**src/rgcl_pkg.sv**
```systemverilog
package rgcl_pkg;

   localparam int DEF_MAX_CELLS_X  = 128;
   localparam int DEF_MAX_CELLS_Y  = 128;
   localparam int DEF_MAX_LAYERS_Z = 64;

   localparam int SURFACE_DEPTH = 16384;
   localparam int SURFACE_AW    = 14;

   // shared divider: 21-bit dividend (cell number, then column cell index) over a 16-bit divisor
   localparam int DIV_NW    = 21;
   localparam int DIV_DW    = 16;
   localparam int DIV_CNT_W = 5;
   localparam logic [DIV_CNT_W-1:0] DIV_STEPS = 5'd21;

   localparam logic [2:0] KIND_LOAD_X   = 3'd0;
   localparam logic [2:0] KIND_LOAD_Y   = 3'd1;
   localparam logic [2:0] KIND_LOAD_Z   = 3'd2;
   localparam logic [2:0] KIND_SURFACE  = 3'd3;
   localparam logic [2:0] KIND_QUERY    = 3'd4;

   localparam logic [2:0] CSR_COUNT_X     = 3'd0;
   localparam logic [2:0] CSR_COUNT_Y     = 3'd1;
   localparam logic [2:0] CSR_COUNT_Z     = 3'd2;
   localparam logic [2:0] CSR_ORIGIN_X    = 3'd3;
   localparam logic [2:0] CSR_ORIGIN_Y    = 3'd4;
   localparam logic [2:0] CSR_ORIGIN_Z    = 3'd5;
   localparam logic [2:0] CSR_USE_SURFACE = 3'd6;

   typedef struct packed {
      logic [2:0]         kind;
      logic [13:0]        entry_index;
      logic signed [31:0] load_value;
      logic [20:0]        cell_number;
   } req_type;

   typedef struct packed {
      logic               in_range;
      logic signed [31:0] center_x;
      logic signed [31:0] center_y;
      logic signed [31:0] center_z;
      logic signed [31:0] width_x;
      logic signed [31:0] width_y;
      logic signed [31:0] width_z;
   } rsp_type;

   typedef struct packed {
      logic accept;
      logic mul1;
      logic mul2;
      logic check;
      logic div_start;
      logic div_sel;
      logic take_k;
      logic take_j;
      logic mem_read;
      logic rsp_load;
   } ctrl_cmd_type;

   typedef struct packed {
      logic req_is_query;
      logic range_ok;
      logic div_done;
      logic div_busy;
      logic rsp_free;
   } ctrl_status_type;

   function automatic logic [31:0] half_q(input logic [31:0] v);
      half_q = {v[31], v[31:1]};
   endfunction

endpackage

```
**src/rgcl_ctrl.sv**
```systemverilog
module rgcl_ctrl (
   input  logic                      clock,
   input  logic                      reset,
   input  logic                      req_valid,
   output logic                      req_ready,
   input  rgcl_pkg::ctrl_status_type status,
   output rgcl_pkg::ctrl_cmd_type    cmd
);
   import rgcl_pkg::*;

   localparam logic [3:0] ST_IDLE   = 4'd0;
   localparam logic [3:0] ST_MUL1   = 4'd1;
   localparam logic [3:0] ST_MUL2   = 4'd2;
   localparam logic [3:0] ST_CHECK  = 4'd3;
   localparam logic [3:0] ST_DIV1   = 4'd4;
   localparam logic [3:0] ST_DIV2S  = 4'd5;
   localparam logic [3:0] ST_DIV2   = 4'd6;
   localparam logic [3:0] ST_READ   = 4'd7;
   localparam logic [3:0] ST_FINISH = 4'd8;

   logic [3:0] state_ff, state_in;

   always_comb begin
      state_in  = state_ff;
      cmd       = '0;
      req_ready = 1'b0;
      case (state_ff)
         ST_IDLE: begin
            req_ready = 1'b1;
            if (req_valid) begin
               cmd.accept = 1'b1;
               if (status.req_is_query) state_in = ST_MUL1;
            end
         end
         ST_MUL1: begin
            cmd.mul1 = 1'b1;
            state_in = ST_MUL2;
         end
         ST_MUL2: begin
            cmd.mul2 = 1'b1;
            state_in = ST_CHECK;
         end
         ST_CHECK: begin
            cmd.check = 1'b1;
            if (status.range_ok) begin
               cmd.div_start = 1'b1;
               state_in = ST_DIV1;
            end else begin
               state_in = ST_FINISH;
            end
         end
         ST_DIV1: begin
            if (status.div_done) begin
               cmd.take_k = 1'b1;
               state_in = ST_DIV2S;
            end
         end
         ST_DIV2S: begin
            cmd.div_sel   = 1'b1;
            cmd.div_start = 1'b1;
            state_in = ST_DIV2;
         end
         ST_DIV2: begin
            if (status.div_done) begin
               cmd.take_j = 1'b1;
               state_in = ST_READ;
            end
         end
         ST_READ: begin
            cmd.mem_read = 1'b1;
            state_in = ST_FINISH;
         end
         ST_FINISH: begin
            if (status.rsp_free) begin
               cmd.rsp_load = 1'b1;
               state_in = ST_IDLE;
            end
         end
         default: state_in = ST_IDLE;
      endcase
   end

   always_ff @(posedge clock) begin
      if (reset) begin
         state_ff <= ST_IDLE;
      end else begin
         state_ff <= state_in;
      end
   end

   a_div_idle_at_start: assert property (@(posedge clock) disable iff (reset)
      cmd.div_start |-> !status.div_busy)
      else $error("divider started while busy");

   a_take_needs_done: assert property (@(posedge clock) disable iff (reset)
      (cmd.take_k || cmd.take_j) |-> status.div_done)
      else $error("quotient taken before divider finished");

   a_rsp_slot_free: assert property (@(posedge clock) disable iff (reset)
      cmd.rsp_load |-> status.rsp_free)
      else $error("result overwritten while still pending");

   a_query_leaves_idle: assert property (@(posedge clock) disable iff (reset)
      (state_ff == ST_IDLE && req_valid && status.req_is_query) |=> state_ff == ST_MUL1)
      else $error("query request not started");

endmodule

```
**config.mk**
```make
export PLATFORM = sky130hd
export DESIGN_NAME = rgcl_ctrl
export DESIGN_NICKNAME = d
export VERILOG_FILES = /design/src/rgcl_pkg.sv /design/src/rgcl_ctrl.sv
export SDC_FILE = /design/constraint.sdc
export NUM_CORES = 1
export LEC_CHECK = 0
export BUFFER_PORTS_ARGS = -buffer_cell sky130_fd_sc_hd__buf_4
export CORE_AREA = 8 8 45 47
export DETAILED_ROUTE_END_ITERATION = 16
export DIE_AREA = 0 0 53 55
export PLACE_DENSITY = 0.52
export SYNTH_ARGS = -nofsm -noshare
export SYNTH_HDL_FRONTEND = slang
export SYNTH_SLANG_ARGS = --single-unit
```
**constraint.sdc**
```tcl
create_clock -name clock -period 1.3 [get_ports clock]
set_clock_uncertainty 0.1 [all_clocks]
set_input_delay 0.13 -clock clock [delete_from_list [all_inputs] [get_ports clock]]
set_output_delay 0.13 -clock clock [all_outputs]
set_load 0.01 [all_outputs]
```
==> flow_metrics.py <==
metrics = {
    "logic_synthesis": {
        "synth-seq-area-share_pct": 22.8,
        "syn_area_per_cell_sq_um": 7.99,
        "synth_nets": 52,
        "synth_area_leader_cell": "dfxtp_1",
        "syn-cell-area_sq_um": 352,
        "yosys-top-cells-area": "dfxtp_1, buf_6, nor2_1, nand2b_4, nor4_4",
        "yosys_warnings": 0,
        "synth_edf_count": 0,
        "yosysUniqueCellTypes": 20,
        "synth_ff_type": "dfxtp_1",
        "netlist_instances": 44,
        "ys_ff_latch": 4,
        "async_flop_share_pct": 0,
        "yosysTopAreaCellShare_pct": 22.8,
    },
    "sta": {
        "fin_crit_ps": 1410,
        "setup_tns_ps": -394,
        "rsz0062_at_grt": "true",
        "timing.fmax_ghz": 0.707,
        "setup_ws_ps": -114,
        "slew_violations": 0,
        "setup_viol_count_final": 6,
        "slew_headroom_pct": 85.5,
        "timing.final.crit_share_pct": 109,
        "final-hold-violation-count": 0,
        "tightest_slew_ps": 216,
    },
    "layout": {
        "biggestRegsByFlops": "state_ff (4)",
        "synthToLayoutAreaGrowth_pct": 79.0,
        "layout_common_cells": "buf_4, nor2_1, nand2_1, buf_6",
        "n_fill_cell": 146,
        "nets": 82,
        "final_core_util_pct": 45.5,
        "drive_gt1_share_pct": 63.9,
        "final_common_cell": "buf_4",
        "regMostFlops": "state_ff",
        "largest_reg_flops": 4,
        "diodes": 0,
        "final_cell_area_sq_um": 629,
    },
    "placement": {
        "dp_hpwl_um": 786,
        "placed_cell_area_sq_um": 499,
        "pre_cts_ws_ps": 25.5,
        "routabilityCongestion": 0.671,
        "portBuffers": 17,
    },
    "detailed_routing": {
        "wl_met1_um": 425,
        "dr.pass1.iters": 2,
        "drcViolationCount": 0,
        "first_iter_violations": 4,
        "via_count": 404,
        "met3_length_um": 72,
        "wl_met2_um": 637,
        "topRoutingLayerUsed": "met4",
        "routed_wl_um": 1160,
        "avgRoutedWirePerCell_um": 13.2,
        "viasPerCell": 4.59,
        "ant_nets": 0,
    },
    "floorplanning": {
        "io_pins": 19,
        "core_sq_um": 1380,
        "start_util_pct": 25.4,
        "dieArea_sq_um": 2920,
        "die_w_um": 53,
        "fp-row-count": 14,
        "die_h_um": 55,
    },
    "clock_tree": {
        "cts_root_buffer": "clkbuf_4",
        "cts_tree": "yes",
        "cts_made_buffers": 3,
        "clk_pin_slew_ps": 40,
        "cts_buffer_depth": 2,
        "cts.sinks": 4,
        "clock_latency_ps": 230,
        "cts_max_level": 1,
    },
    "job": {
        "cap_violations": 0,
    },
    "global_routing": {
        "grt_overflow": 0,
        "grt_antenna_before_repair": 0,
        "grt_pass1_wl_um": 1920,
        "track_usage_pct": 9.08,
        "first_global_vias": 460,
        "grt_max_degree": 9,
    },
    "power_and_ir_drop": {
        "internal_power_mw": 0.442,
        "seqPwrFrac_pct": 25.2,
        "pwr-share-clk_pct": 23.4,
        "combPwrFrac_pct": 51.4,
        "power_density_nw_per_um2": 1060,
        "power_leakage_nw": 0.287,
        "power.switching_mw": 0.223,
        "peakVddDrop_mv": 0.485,
        "finalPower_mw": 0.665,
        "p_sw_share_pct": 33.5,
    },
    "worst_hold_path": {
        "hold_path_depth": 3,
        "worstHoldStart": "status[4]",
        "hold_path.class": "input port to flop",
    },
    "setup_path": {
        "worstRegToRegCells": 5,
        "crit_start": "state_ff[2]",
        "crit_required_ps": 1070,
        "critical_path_class": "flop to primary output",
        "timing.rr.start": "state_ff[2]",
        "start_kind": "flop",
        "crit_fanout": 3,
        "cp.arrival_ps": 1180,
        "end_kind": "primary output",
    },
    "outcome": {
        "status": "finished, violations left",
        "violations": "setup timing",
    },
}
[path summary, 6_finish.rpt]
kind | slack (ps) | end
setup / recovery | -110 | cmd[9]
hold / removal | 70 | state_ff[0]
setup reg to reg | 80 | state_ff[3]
hold reg to reg | 390 | state_ff[1]
[repair_timing]
action	in CTS	in global routing
resized for setup	15	5
setup buffers	4	1
setup endpoints to repair	11	13
hold endpoints to repair	3	0
pin swaps	3	2
hold buffers	1	0
[power by group through the flow]
stage	Combinational, mW	Clock [mW]	Sequential (mW)
after floorplan	0.185	0	0.144
after global placement	0.248	0	0.173
after detailed placement	0.250	0	0.173
after CTS	0.318	0.164	0.169
after global routing	0.374	0.167	0.172
final	0.342	0.156	0.168
[cell families after synthesis]
kind of cell	synth area share [%]
XOR/XNOR	2.49
flip-flops	22.8
AO/OA/AOI/OAI	14.2
buffers and inverters	16.0
AND/OR/NAND/NOR	44.5
[critical path, cell delays in order, from the launching register on]
cell     delay (ps)
dfxtp_4         340
buf_6           110
nor4_4          220
and2_4          180
buf_6            90
[area by class of cell]
class / instances / area (sq um) / area share, %
Timing Repair Buffer: 29 / 235 / 37.4
Sequential cell: 4 / 92.6 / 14.7
Tap cell: 16 / 20.0 / 3.18
Multi-Input combinational cell: 33 / 248 / 39.4
Inverter: 3 / 11.3 / 1.79
Clock buffer: 3 / 22.5 / 3.58
[per-stage QoR]
step,hold slack [ps],std cells
4_1_cts,43.5,87
3_3_place_gp,231,79
2_1_floorplan,102,44
6_report,71.8,88
3_5_place_dp,230,79
5_1_grt,87.0,88
[synthesized netlist by cell type (2+ instances only)]
cell type	n
dfxtp_1	4
nor2_1	9
nor2b_1	2
inv_1	3
nand2_1	4
buf_6	4
nor3_1	4
nand2b_4	2
[per-layer routing]
metal / GRT usage [%] / up-vias
li1: - / 204
met2: 15.2 / 11
met5: 0 / -
met1: 8.84 / 187
met3: 2.14 / 2
met4: 9.48 / 0
No activity file was read; power rests on OpenSTA's default activity.
